<file path="src/hw/rtl/twmf_pkg.sv">
// Shared types and constants of the time-window median filter.
// Used by the datapath, the controller and the top level; depends on nothing.
`default_nettype none

package twmf_pkg;

  // Field widths of the channels and the configuration register.
  localparam int W_BITS    = 16;
  localparam int T_BITS    = 32;
  localparam int MED_BITS  = 17;
  localparam int CNT_BITS  = 6;

  // Default store depth and reset value of the window register.
  localparam int                DEPTH_DEF    = 32;
  localparam logic [W_BITS-1:0] WINDOW_RESET = 16'd1000;

  // One stored pulse: its width and its arrival time.
  typedef struct packed {
    logic [W_BITS-1:0] width;
    logic [T_BITS-1:0] stamp;
  } entry_t;

  // Commands from the controller to the datapath.
  typedef struct packed {
    logic start;
    logic scan;
    logic rewind;
    logic merge;
    logic commit;
    logic rd_lo;
    logic rd_hi;
    logic load_out;
  } dp_cmd_t;

  // Status from the datapath to the controller.
  typedef struct packed {
    logic full;
    logic pass_done;
    logic merge_done;
    logic out_free;
  } dp_stat_t;

endpackage

`default_nettype wire

</file>
<file path="src/hw/rtl/time_window_median_filter.sv">
// Sliding time-window median filter. Each accepted pulse first drops stored
// pulses older than the configured window, evicts the oldest one if the store
// is still full, is inserted into the width-sorted store, and yields one
// result: twice the median width, the entry count and an overflow flag. When
// the store is full, a pulse needs an extra scan pass before the merge pass.
// The time per pulse is set by the passes over the store through its single
// read port.
// Configuration may be written only while the block is idle.
// Depends on twmf_pkg, twmf_ctrl and twmf_datapath.
`default_nettype none

module time_window_median_filter
  import twmf_pkg::*;
#(
  parameter int DEPTH = DEPTH_DEF
) (
  input  wire logic                clk,
  input  wire logic                rst,
  input  wire logic                cfg_wr_en,
  input  wire logic [W_BITS-1:0]   cfg_wr_data,
  input  wire logic                in_valid,
  output logic                     in_stall,
  input  wire logic [W_BITS-1:0]   pulse_len,
  input  wire logic [T_BITS-1:0]   arrival_time,
  output logic                     out_valid,
  input  wire logic                out_stall,
  output logic [MED_BITS-1:0]      median_doubled,
  output logic [CNT_BITS-1:0]      entry_count,
  output logic                     overflow
);

  dp_cmd_t  cmd;
  dp_stat_t stat;
  logic     busy;

  // Input transfers are taken only while the controller is idle.
  assign in_stall = rst || busy;

  twmf_ctrl u_ctrl (
    .clk      (clk),
    .rst      (rst),
    .in_valid (in_valid),
    .busy     (busy),
    .stat     (stat),
    .cmd      (cmd)
  );

  twmf_datapath #(
    .DEPTH (DEPTH)
  ) u_datapath (
    .clk            (clk),
    .rst            (rst),
    .cmd            (cmd),
    .stat           (stat),
    .pulse_len      (pulse_len),
    .arrival_time   (arrival_time),
    .cfg_wr_en      (cfg_wr_en),
    .cfg_wr_data    (cfg_wr_data),
    .out_valid      (out_valid),
    .out_stall      (out_stall),
    .median_doubled (median_doubled),
    .entry_count    (entry_count),
    .overflow       (overflow)
  );

endmodule

`default_nettype wire

</file>
<file path="src/hw/rtl/twmf_datapath.sv">
// Datapath of the median filter: the ping-pong entry store, the read and write
// pointers, the stale and eviction logic, and the output register. Uses twmf_pkg.
`default_nettype none

module twmf_datapath
  import twmf_pkg::*;
#(
  parameter int DEPTH = DEPTH_DEF
) (
  input  wire logic                clk,
  input  wire logic                rst,
  input  wire dp_cmd_t             cmd,
  output dp_stat_t                 stat,
  input  wire logic [W_BITS-1:0]   pulse_len,
  input  wire logic [T_BITS-1:0]   arrival_time,
  input  wire logic                cfg_wr_en,
  input  wire logic [W_BITS-1:0]   cfg_wr_data,
  output logic                     out_valid,
  input  wire logic                out_stall,
  output logic [MED_BITS-1:0]      median_doubled,
  output logic [CNT_BITS-1:0]      entry_count,
  output logic                     overflow
);

  localparam int AW        = (DEPTH > 1) ? $clog2(DEPTH) : 1;
  localparam int CW        = $clog2(DEPTH + 1);
  localparam int MEM_DEPTH = 2 << AW;

  // Two banks: one is read while the updated list is written to the other.
  entry_t mem [MEM_DEPTH];
  entry_t rd_data;

  logic              bank;
  logic [CW-1:0]     fill;
  logic [CW-1:0]     rd_idx;
  logic [CW-1:0]     wr_idx;
  logic [CW-1:0]     kept;
  logic [W_BITS-1:0] window;
  logic [W_BITS-1:0] new_w;
  logic [T_BITS-1:0] new_t;
  logic              rd_vld;
  logic [AW-1:0]     rd_pos;
  logic [AW-1:0]     best_pos;
  logic [T_BITS-1:0] best_age;
  logic              inserted;
  logic              carry_v;
  entry_t            carry;
  logic [W_BITS-1:0] med_lo;

  logic              more_rd;
  logic              seq_rd;
  logic              rd_en;
  logic [AW:0]       rd_addr;
  logic [AW:0]       wr_addr;
  logic [T_BITS-1:0] age;
  logic              in_win;
  logic              evict;
  logic              survive;
  logic [CW-1:0]     mid_lo;
  logic [CW-1:0]     mid_hi;
  logic              wr_en;
  entry_t            wr_data;
  entry_t            new_entry;
  logic              set_ins;
  logic              load_carry;
  logic              clr_carry;
  logic [CW+CNT_BITS-1:0] cnt_ext;

  // Sequential read pointer and the age test on the entry just read.
  assign more_rd   = rd_idx < fill;
  assign seq_rd    = (cmd.scan || cmd.merge) && more_rd;
  assign age       = new_t - rd_data.stamp;
  assign in_win    = age <= {{(T_BITS-W_BITS){1'b0}}, window};
  assign evict     = kept == CW'(DEPTH);
  assign survive   = rd_vld && in_win && !(evict && (rd_pos == best_pos));
  assign new_entry = '{width: new_w, stamp: new_t};

  // Median positions in the committed list.
  assign mid_lo  = (fill - CW'(1)) >> 1;
  assign mid_hi  = fill >> 1;
  assign cnt_ext = {{CNT_BITS{1'b0}}, fill};

  // Read address selection.
  always_comb begin
    rd_en = seq_rd || cmd.rd_lo || cmd.rd_hi;
    priority if (cmd.rd_lo) begin
      rd_addr = {bank, mid_lo[AW-1:0]};
    end else if (cmd.rd_hi) begin
      rd_addr = {bank, mid_hi[AW-1:0]};
    end else begin
      rd_addr = {bank, rd_idx[AW-1:0]};
    end
  end

  assign wr_addr = {~bank, wr_idx[AW-1:0]};

  // Merge: copy survivors in order and slot the new pulse in front of the first
  // survivor that is not narrower; a one-entry carry absorbs the extra write.
  always_comb begin
    wr_en      = 1'b0;
    wr_data    = rd_data;
    set_ins    = 1'b0;
    load_carry = 1'b0;
    clr_carry  = 1'b0;
    if (cmd.merge) begin
      if (!inserted) begin
        if (survive && (rd_data.width >= new_w)) begin
          wr_en      = 1'b1;
          wr_data    = new_entry;
          set_ins    = 1'b1;
          load_carry = 1'b1;
        end else if (survive) begin
          wr_en = 1'b1;
        end else if (!more_rd && !rd_vld) begin
          wr_en   = 1'b1;
          wr_data = new_entry;
          set_ins = 1'b1;
        end
      end else if (carry_v) begin
        wr_en   = 1'b1;
        wr_data = carry;
        if (survive) begin
          load_carry = 1'b1;
        end else begin
          clr_carry = 1'b1;
        end
      end else if (survive) begin
        wr_en = 1'b1;
      end
    end
  end

  // Entry store with registered read data.
  always_ff @(posedge clk) begin
    if (wr_en) begin
      mem[wr_addr] <= wr_data;
    end
    if (rd_en) begin
      rd_data <= mem[rd_addr];
    end
  end

  // Control state of the datapath.
  always_ff @(posedge clk) begin
    if (rst) begin
      bank      <= 1'b0;
      fill      <= '0;
      window    <= WINDOW_RESET;
      rd_vld    <= 1'b0;
      inserted  <= 1'b0;
      carry_v   <= 1'b0;
      out_valid <= 1'b0;
    end else begin
      if (cfg_wr_en) begin
        window <= cfg_wr_data;
      end
      rd_vld <= seq_rd;
      if (cmd.start) begin
        inserted <= 1'b0;
        carry_v  <= 1'b0;
      end else begin
        if (set_ins) begin
          inserted <= 1'b1;
        end
        if (load_carry) begin
          carry_v <= 1'b1;
        end else if (clr_carry) begin
          carry_v <= 1'b0;
        end
      end
      if (cmd.commit) begin
        bank <= ~bank;
        fill <= wr_idx;
      end
      if (cmd.load_out) begin
        out_valid <= 1'b1;
      end else if (!out_stall) begin
        out_valid <= 1'b0;
      end
    end
  end

  // Pointers, scan results and payload registers.
  always_ff @(posedge clk) begin
    rd_pos <= rd_idx[AW-1:0];
    if (cmd.start || cmd.rewind) begin
      rd_idx <= '0;
    end else if (seq_rd) begin
      rd_idx <= rd_idx + CW'(1);
    end
    if (cmd.start) begin
      wr_idx <= '0;
    end else if (wr_en) begin
      wr_idx <= wr_idx + CW'(1);
    end
    if (cmd.start) begin
      new_w    <= pulse_len;
      new_t    <= arrival_time;
      kept     <= '0;
      best_pos <= '0;
      best_age <= '0;
    end else if (cmd.scan && rd_vld) begin
      if (in_win) begin
        kept <= kept + CW'(1);
      end
      if (age > best_age) begin
        best_age <= age;
        best_pos <= rd_pos;
      end
    end
    if (load_carry) begin
      carry <= rd_data;
    end
    if (cmd.rd_hi) begin
      med_lo <= rd_data.width;
    end
    if (cmd.load_out) begin
      median_doubled <= {1'b0, med_lo} + {1'b0, rd_data.width};
      entry_count    <= cnt_ext[CNT_BITS-1:0];
      overflow       <= evict;
    end
  end

  // Status back to the controller.
  always_comb begin
    stat.full       = fill == CW'(DEPTH);
    stat.pass_done  = !more_rd && !rd_vld;
    stat.merge_done = !more_rd && !rd_vld && inserted && !carry_v;
    stat.out_free   = !out_valid || !out_stall;
  end

endmodule

`default_nettype wire

</file>
<file path="src/hw/rtl/twmf_ctrl.sv">
// Controller of the median filter: sequences the scan, merge, median read and
// output load of one pulse. Uses twmf_pkg for the command and status structs.
`default_nettype none

module twmf_ctrl
  import twmf_pkg::*;
(
  input  wire logic     clk,
  input  wire logic     rst,
  input  wire logic     in_valid,
  output logic          busy,
  input  wire dp_stat_t stat,
  output dp_cmd_t       cmd
);

  typedef enum logic [2:0] {
    S_IDLE,
    S_SCAN,
    S_MERGE,
    S_MED_LO,
    S_MED_HI,
    S_OUT
  } state_t;

  state_t state;
  state_t state_next;

  // Commands and next state.
  always_comb begin
    cmd        = '0;
    state_next = state;
    unique case (state)
      S_IDLE: begin
        if (in_valid) begin
          cmd.start  = 1'b1;
          state_next = stat.full ? S_SCAN : S_MERGE;
        end
      end
      S_SCAN: begin
        cmd.scan = 1'b1;
        if (stat.pass_done) begin
          cmd.rewind = 1'b1;
          state_next = S_MERGE;
        end
      end
      S_MERGE: begin
        if (stat.merge_done) begin
          cmd.commit = 1'b1;
          state_next = S_MED_LO;
        end else begin
          cmd.merge = 1'b1;
        end
      end
      S_MED_LO: begin
        cmd.rd_lo  = 1'b1;
        state_next = S_MED_HI;
      end
      S_MED_HI: begin
        cmd.rd_hi  = 1'b1;
        state_next = S_OUT;
      end
      S_OUT: begin
        if (stat.out_free) begin
          cmd.load_out = 1'b1;
          state_next   = S_IDLE;
        end
      end
      default: begin
        state_next = S_IDLE;
      end
    endcase
  end

  // State and the registered busy flag.
  always_ff @(posedge clk) begin
    if (rst) begin
      state <= S_IDLE;
      busy  <= 1'b0;
    end else begin
      state <= state_next;
      busy  <= state_next != S_IDLE;
    end
  end

endmodule

`default_nettype wire

</file>
<file path="config.mk">
export PLATFORM = sky130hd
export DESIGN_NAME = time_window_median_filter
export DESIGN_NICKNAME = d
export VERILOG_FILES = /design/src/hw/rtl/twmf_pkg.sv /design/src/hw/rtl/time_window_median_filter.sv /design/src/hw/rtl/twmf_datapath.sv /design/src/hw/rtl/twmf_ctrl.sv
export SDC_FILE = /design/constraint.sdc
export NUM_CORES = 2
export LEC_CHECK = 0
export BUFFER_PORTS_ARGS = -buffer_cell sky130_fd_sc_hd__buf_4
export CORE_MARGIN = 2
export CORE_UTILIZATION = 56
export DETAILED_ROUTE_END_ITERATION = 10
export PLACE_DENSITY_LB_ADDON = 0.25
export SLEW_MARGIN = 5
export SYNTH_ARGS = -nofsm -noshare
export SYNTH_HDL_FRONTEND = slang
export SYNTH_SLANG_ARGS = --single-unit
</file>
<file path="constraint.sdc">
create_clock -name clk -period 17.3 [get_ports clk]
set_clock_uncertainty 0.1 [all_clocks]
set_input_delay 1.73 -clock clk [delete_from_list [all_inputs] [get_ports clk]]
set_output_delay 1.73 -clock clk [all_outputs]
set_load 0.02 [all_outputs]
</file>
# [Yosys cells after proc, flatten, opt, wreduce, memory -nomap -nowiden]
# Memory sizes are Yosys's and may differ from the RTL's. A register that Yosys moved wholly into a read port is not among the register bits.
# Index checks and enable logic that the tools add are counted.
[word_totals] regBits=227 ram_bits=3072 inputBits=69 wordCells=120 mem_count=1
[memory_table] name="u_datapath.mem" depth=64 width=48 rd=1 rd_ports_with_merged_regs=1 wr=1 line_no="twmf_datapath.sv:30" text="entry_t mem [MEM_DEPTH];"
[op_classes] add_sub_neg=6 magnitude_cmp=4 n_eq_ne=9 mux=49 bitwise=1 n_reduce_logical=27
[op_table] op="2-to-1 mux 48 bit" count=6
[op_table] op="2-to-1 mux 1 bit" count=33
[op_table] op="greater-than comparator 32 bit" count=1
[op_table] op="<= comparator 32 x 16 -> 1 bit" count=1
[op_table] op="subtractor 32 bit" count=1
[op_table] op="adder 6 x 1 -> 6 bit, second input constant" count=3
[op_table] op="case mux 3 bit (6 select lines)" count=1
[op_table] op="adder 16 x 16 -> 17 bit" count=1
[op_table] op=">= comparator 16 bit" count=1
[op_table] op="equality test 6 bit, second input constant" count=2
[op_table] op="2-to-1 mux 3 bit" count=4
[op_table] op="2-to-1 mux 5 bit" count=2
[op_table] op="logical AND 1 bit" count=9
[op_table] op="equality test 3 x 2 -> 1 bit, second input constant" count=2
[op_table] op="equality test 3 bit, second input constant" count=2
[op_table] op="logical NOT 1 bit" count=6
[op_table] op="logical OR 1 bit" count=6
[op_table] op="< comparator 6 bit" count=1
[op_table] op="2-to-1 mux 2 bit" count=3
[op_table] op="subtractor 6 x 1 -> 6 bit, second input constant" count=1
[op_table] op="equality test 5 bit" count=1
[op_table] op="AND reduction 2 bit" count=2
[op_table] op="equality test 3 x 1 -> 1 bit, second input constant" count=1
[op_table] op="logical NOT 3 bit" count=1
[op_table] op="5 further kinds" count=5

# [Depth between registers and ports, before layout]
[logic_depth] ltp_word=11 depth_mapped=24 ltp_nobuf=22

# [Cells and area by module]
# Synthesis repeated with hierarchy kept, for this count alone.
[hier_totals] cells_unflattened=6582 area_unflattened_um2=133138.9
[by_module_without_submodules] mod="twmf_datapath" n_inst=1 cells_per_inst=6544 area_per_inst_um2=132842.4 seq_area_each_um2=99515.4
[by_module_without_submodules] mod="twmf_ctrl" n_inst=1 cells_per_inst=37 area_per_inst_um2=290.3 seq_area_each_um2=80.1
[by_module_without_submodules] mod="time_window_median_filter" n_inst=1 cells_per_inst=1 area_per_inst_um2=6.3 seq_area_each_um2=0.0

# [Least setup slack after synthesis]
# No wires, ideal clock.
[synth_path] path_kind="register -> register" start="reg u_datapath.new_t[0]" end="mem u_datapath.mem[2][0] (netlist bit), enable pin" t_arrival_ns=8.530 required_ns=16.687 slack_ns=8.157 path_stages_with_launch=23 path_buffers=3 synth_period_minus_slack_ns=9.143 cell_sequence="edfxtp_1 > inv_1 > ha_1 > inv_1 > fa_1 > a21o_1 > a31o_1 > a211oi_4 > o21bai_1 > a21oi_1 > xnor2_1 > ha_1 > nand4_1 > or4_1 > nor3b_1 > a221oi_1 > or4b_1 > or4b_1 > buf_2 > o31a_1 > clkbuf_1 > clkbuf_1 > nor3_1"
[synth_between] elab_chain_len=10 elab_cells_between_ends=13 classes_between="add/sub: 1; order compare: 1; mux: 8; reduce/logical: 3"
[synth_rtl] item="start: declaration" line_no="twmf_datapath.sv:40" text="logic [T_BITS-1:0] new_t;"
[synth_rtl] item="start signal: assignment" line_no="twmf_datapath.sv:198" text="new_t <= arrival_time;"
[synth_rtl] item="subtractor 32 bit *" line_no="twmf_datapath.sv:72" text="assign age = new_t - rd_data.stamp;"
[synth_rtl] item="via u_datapath.age[12]" line_no="twmf_datapath.sv:55" text="logic [T_BITS-1:0] age;"
[synth_rtl] item="<= comparator 32 x 16 -> 1 bit *" line_no="twmf_datapath.sv:73" text="assign in_win = age <= {{(T_BITS-W_BITS){1'b0}}, window};"
[synth_rtl] item="logical AND 1 bit * (2 in series)" line_no="twmf_datapath.sv:75" text="assign survive = rd_vld && in_win && !(evict && (rd_pos == best_pos));"
[synth_rtl] item="2-to-1 mux 1 bit, or another cell as far along" line_no="twmf_datapath.sv:112" text="end else if (survive) begin"
[synth_rtl] item="2-to-1 mux 1 bit, on equally long branches" line_no="twmf_datapath.sv:107, twmf_datapath.sv:119"
[synth_rtl] item="2-to-1 mux 1 bit *" line_no="twmf_datapath.sv:106" text="if (!inserted) begin"
[synth_rtl] item="2-to-1 mux 1 bit *" line_no="twmf_datapath.sv:105" text="if (cmd.merge) begin"
[synth_rtl] item="2-to-1 mux 1 bit *" line_no="twmf_datapath.sv:135" text="if (wr_en) begin"
[synth_rtl] item="2-to-1 mux 1 bit (not written as such) *" line_no="twmf_datapath.sv:136" text="mem[wr_addr] <= wr_data;"
[synth_rtl] item="end: declaration" line_no="twmf_datapath.sv:30"
# The timed path passes the listed nets; every way through them passes the cells marked *.

# [Final worst setup path]
[layout_path] start="reg u_datapath.new_t[0]" end="mem u_datapath.mem[23][1] (netlist bit), enable pin"
# Same word-level chain as after synthesis.

==> impl_metrics.toml <==
[outcome]
status = "finished, final reports clean"

[global_routing]
grt_pass1_vias = 69100
grt_max_degree = 123
antenna_found_initial = 14
track_usage = 0.274
grt_pass1_wl_um = 479000
overflow = 0

[sta]
setup-violations-final = 0
relSlewSlack = 0.0921
worst_pin_slew_ns = 1.36
post-route-min-period_ns = 8.18
fin_crit_sh = 0.473
fin_hold_ws_ns = 0.346
rsz0062_at_grt = "false"
clock.fmax_mhz = 122
fin_setup_tns_ns = 0
drv_slew = 0
hold_viol = 0

[synth]
syn_area_mm2 = 0.133
synth_area_leaders = "edfxtp_1, mux4_2, a211oi_1"
yosysWarningCount = 0
yosysMostFrequentCell = "edfxtp_1"
synth_cell_types = 74
synth_edf_count = 3256
async_reset_ff_frac = 0
syn-mean-instance-area_um2 = 19.4
ys_seq_area_frac = 0.750
synth_ff_type = "edfxtp_1"
postSynthCellCount = 6845
yosys.area.top_type = "edfxtp_1"
yosys.area.top_type_share = 0.737
syn_nets = 7037
ys_seq_elements = 3347
netlist_top_cells_count = "edfxtp_1, mux4_2, nand2_1"

[placement]
hpwl_um = 177000
place_congestion = 0.876
port-buffer-count = 94

[drt]
ant_nets = 0
viasPerCell = 6.61
wire_per_inst_um = 31.6
drtIter0Drc = 9464
drt-total-wl_um = 331000
vias = 69200
dr.pass1.iters = 8
post-route-drc-count = 0

[floorplan]
die_y_um = 491
boundaryPins = 95
row_count = 178
dieArea_mm2 = 0.241
start_util = 0.564
die_w_um = 491
core_area_mm2 = 0.235

[clock_network]
cts_resized = 0
clockBufferDepth = 4
numCtsBuffers = 338
clk_pin_slew_worst_paths_ns = 0.06
hold_buffers = 0
ctsHtreeMaxLevel = 5
insertion_delay_ns = 0.97
post_cts_buffers = 0
cts.sinks = 3347
cts_tree = "done"
cts-root-buf = "clkbuf_16"

[cells_and_area]
nNetsFinal = 7265
fillers = 15600
syn_to_final_growth_pct = 12.0
utilization = 0.631
layout-drive-gt1-share = 0.230

[pwr]
p_total_mw = 17.5
switchingPower_mw = 3.82
powerDensity_mw_per_mm2 = 118
pwr-share-clk = 0.404
ir_drop_uv = 116
combPwrFrac = 0.070
p_sw_frac = 0.218
leakage_nw = 47.0
p_int_mw = 13.7
power.share.sequential = 0.526

[critical_path]
cp.required_ns = 17.75
cp_cell_sequence = "inv_1 -> ha_1 -> inv_1 -> fa_1 -> a21o_1 -> a31o_1 -> a211oi_4 -> o21bai_1 -> a21oi_1 -> xnor2_1 -> ha_1 -> nand4_1 -> or4_1 -> nor3b_1 -> a221oi_1 -> or4b_1 -> or4b_1 -> o31a_2 -> buf_4 -> or2_0 -> buf_4 -> nor2_4 -> buf_4"
arrival_ns = 8.63
end_kind = "flop"
slowest_stage = "buf_4"
cp_common_cell = "buf_4"
critPathLaunchType = "flop"
crit_type = "flop to flop"
cp_max_fo = 37
max_stage_delay_ns = 0.74

[run]
maxCapViolations = 0

[hold_path]
hp-class = "flop to flop"
==> metal layers <==
layer / up-vias / share of wire / routed length [µm] / global-route usage
met1: 36300 / 0.39 / 128000 / 0.390
met5: - / 0.00014 / 47 / 0
li1: 28500 / - / - / -
met2: 3885 / 0.48 / 159000 / 0.434
met3: 529 / 0.11 / 35300 / 0.0574
met4: 6 / 0.027 / 8830 / 0.0787
==> path summary, 6_finish.rpt <==
| kind | startpoint | endpoint | slack [ns] | cells after the start |
|---|---|---|---|---|
| max | u_datapath.new_t[0] | u_datapath.mem[23][1] | 9.12 | 23 |
| min | u_datapath.rd_idx[2] | u_datapath.rd_pos[2] | 0.35 | 0 |
| max reg2reg | u_datapath.new_t[0] | u_datapath.mem[23][1] | 9.12 | 23 |
| min reg2reg | u_datapath.rd_idx[2] | u_datapath.rd_pos[2] | 0.35 | 0 |
==> power groups by stage <==
stage	clock network [mW]	registers, mW	logic, mW
floorplan	0	9.37	0.802
CTS	7.15	9.21	1.23
global placement	0	9.38	1.20
finish	7.08	9.21	1.23
detailed placement	0	9.38	1.23
global route	7.46	9.21	1.32
==> sequential cells by signal (all words and copies together), names as in the netlist, 3 cells and up <==
register                   cells
u_datapath.window             16
u_datapath.rd_pos              5
u_datapath.best_pos            5
u_ctrl.state                   3
u_datapath.rd_idx              6
u_datapath.best_age           32
u_datapath.kept                6
u_datapath.median_doubled     17
u_datapath.med_lo             16
u_datapath.entry_count         6
u_datapath.wr_idx              6
u_datapath.fill                6
u_datapath.new_t              32
u_datapath.rd_data            48
u_datapath.new_w              16
u_datapath.carry              48
u_datapath.mem              3072
==> layout by cell type, fill, tap and decap left out, types with 12 or more instances in the layout <==
master,Yosys,routed
edfxtp_1,3256,3256
bufinv_16,0,30
ha_1,121,121
xnor2_1,34,34
a21oi_1,157,155
a31oi_1,117,117
a21o_1,31,30
nor3_2,0,56
nor2_1,123,114
clkbuf_16,0,348
a211oi_1,254,250
nand4_1,19,19
nor3_1,74,18
a311oi_1,96,96
buf_4,3,290
nor2b_1,31,31
buf_12,0,13
mux2i_1,58,58
a221o_2,0,47
dfxtp_1,91,89
o211ai_1,16,16
clkinv_1,0,70
o21ai_0,122,122
clkinvlp_4,0,12
clkbuf_1,304,60
nand3_1,47,47
inv_1,124,123
xor2_1,17,17
nand2_1,502,502
clkinv_2,0,59
and2_1,198,196
nand2b_1,14,13
mux4_2,768,768
==> kinds of logic (layout without fill, tap and decap cells) <==
| family | Yosys count | count (layout) | share of synthesized area |
|---|---|---|---|
| multiplexers | 827 | 827 | 0.135 |
| XOR/XNOR | 51 | 51 | 0.00337 |
| adder cells (fa/ha/maj) | 123 | 123 | 0.0117 |
| flip-flops | 3347 | 3347 | 0.750 |
| other | 0 | 5 | 0 |
| AND/OR/NAND/NOR | 1056 | 1056 | 0.0372 |
| buffers and inverters | 539 | 1018 | 0.0155 |
| AO/OA/AOI/OAI | 902 | 902 | 0.0471 |
==> worst max-delay path, delay by kind of cell (launching register included) <==
family                   cells  cell delay [ns]
AND/OR/NAND/NOR              7             2.95
AO/OA/AOI/OAI                7             1.76
buffers and inverters        5             1.42
adder cells (fa/ha/maj)      3             0.90
flip-flops                   1             0.41
XOR/XNOR                     1             0.13
==> layout make-up <==
type                            instances  area, µm²  area share
Antenna cell                            5       12.5   0.0000842
Clock buffer                          408       8930      0.0601
Clock inverter                        183       1650      0.0111
Inverter                              124        467     0.00314
Multi-Input combinational cell       2959      31600       0.213
Sequential cell                      3347      99600       0.670
Tap cell                             3150       3940      0.0265
Timing Repair Buffer                  303       2440      0.0164
==> per-stage QoR <==
| step | cell area [µm²] | setup WS, ns | cells |
|---|---|---|---|
| 6_report | 149000 | 9.12 | 10500 |
| 5_1_grt | 149000 | 8.68 | 10500 |
| 4_1_cts | 149000 | 9.10 | 10500 |
| 3_5_place_dp | 138000 | 9.17 | 9882 |
| 3_3_place_gp | 138000 | 9.13 | 9882 |
| 2_1_floorplan | 133000 | 8.16 | 6845 |
(Power assumes the default switching activity.)
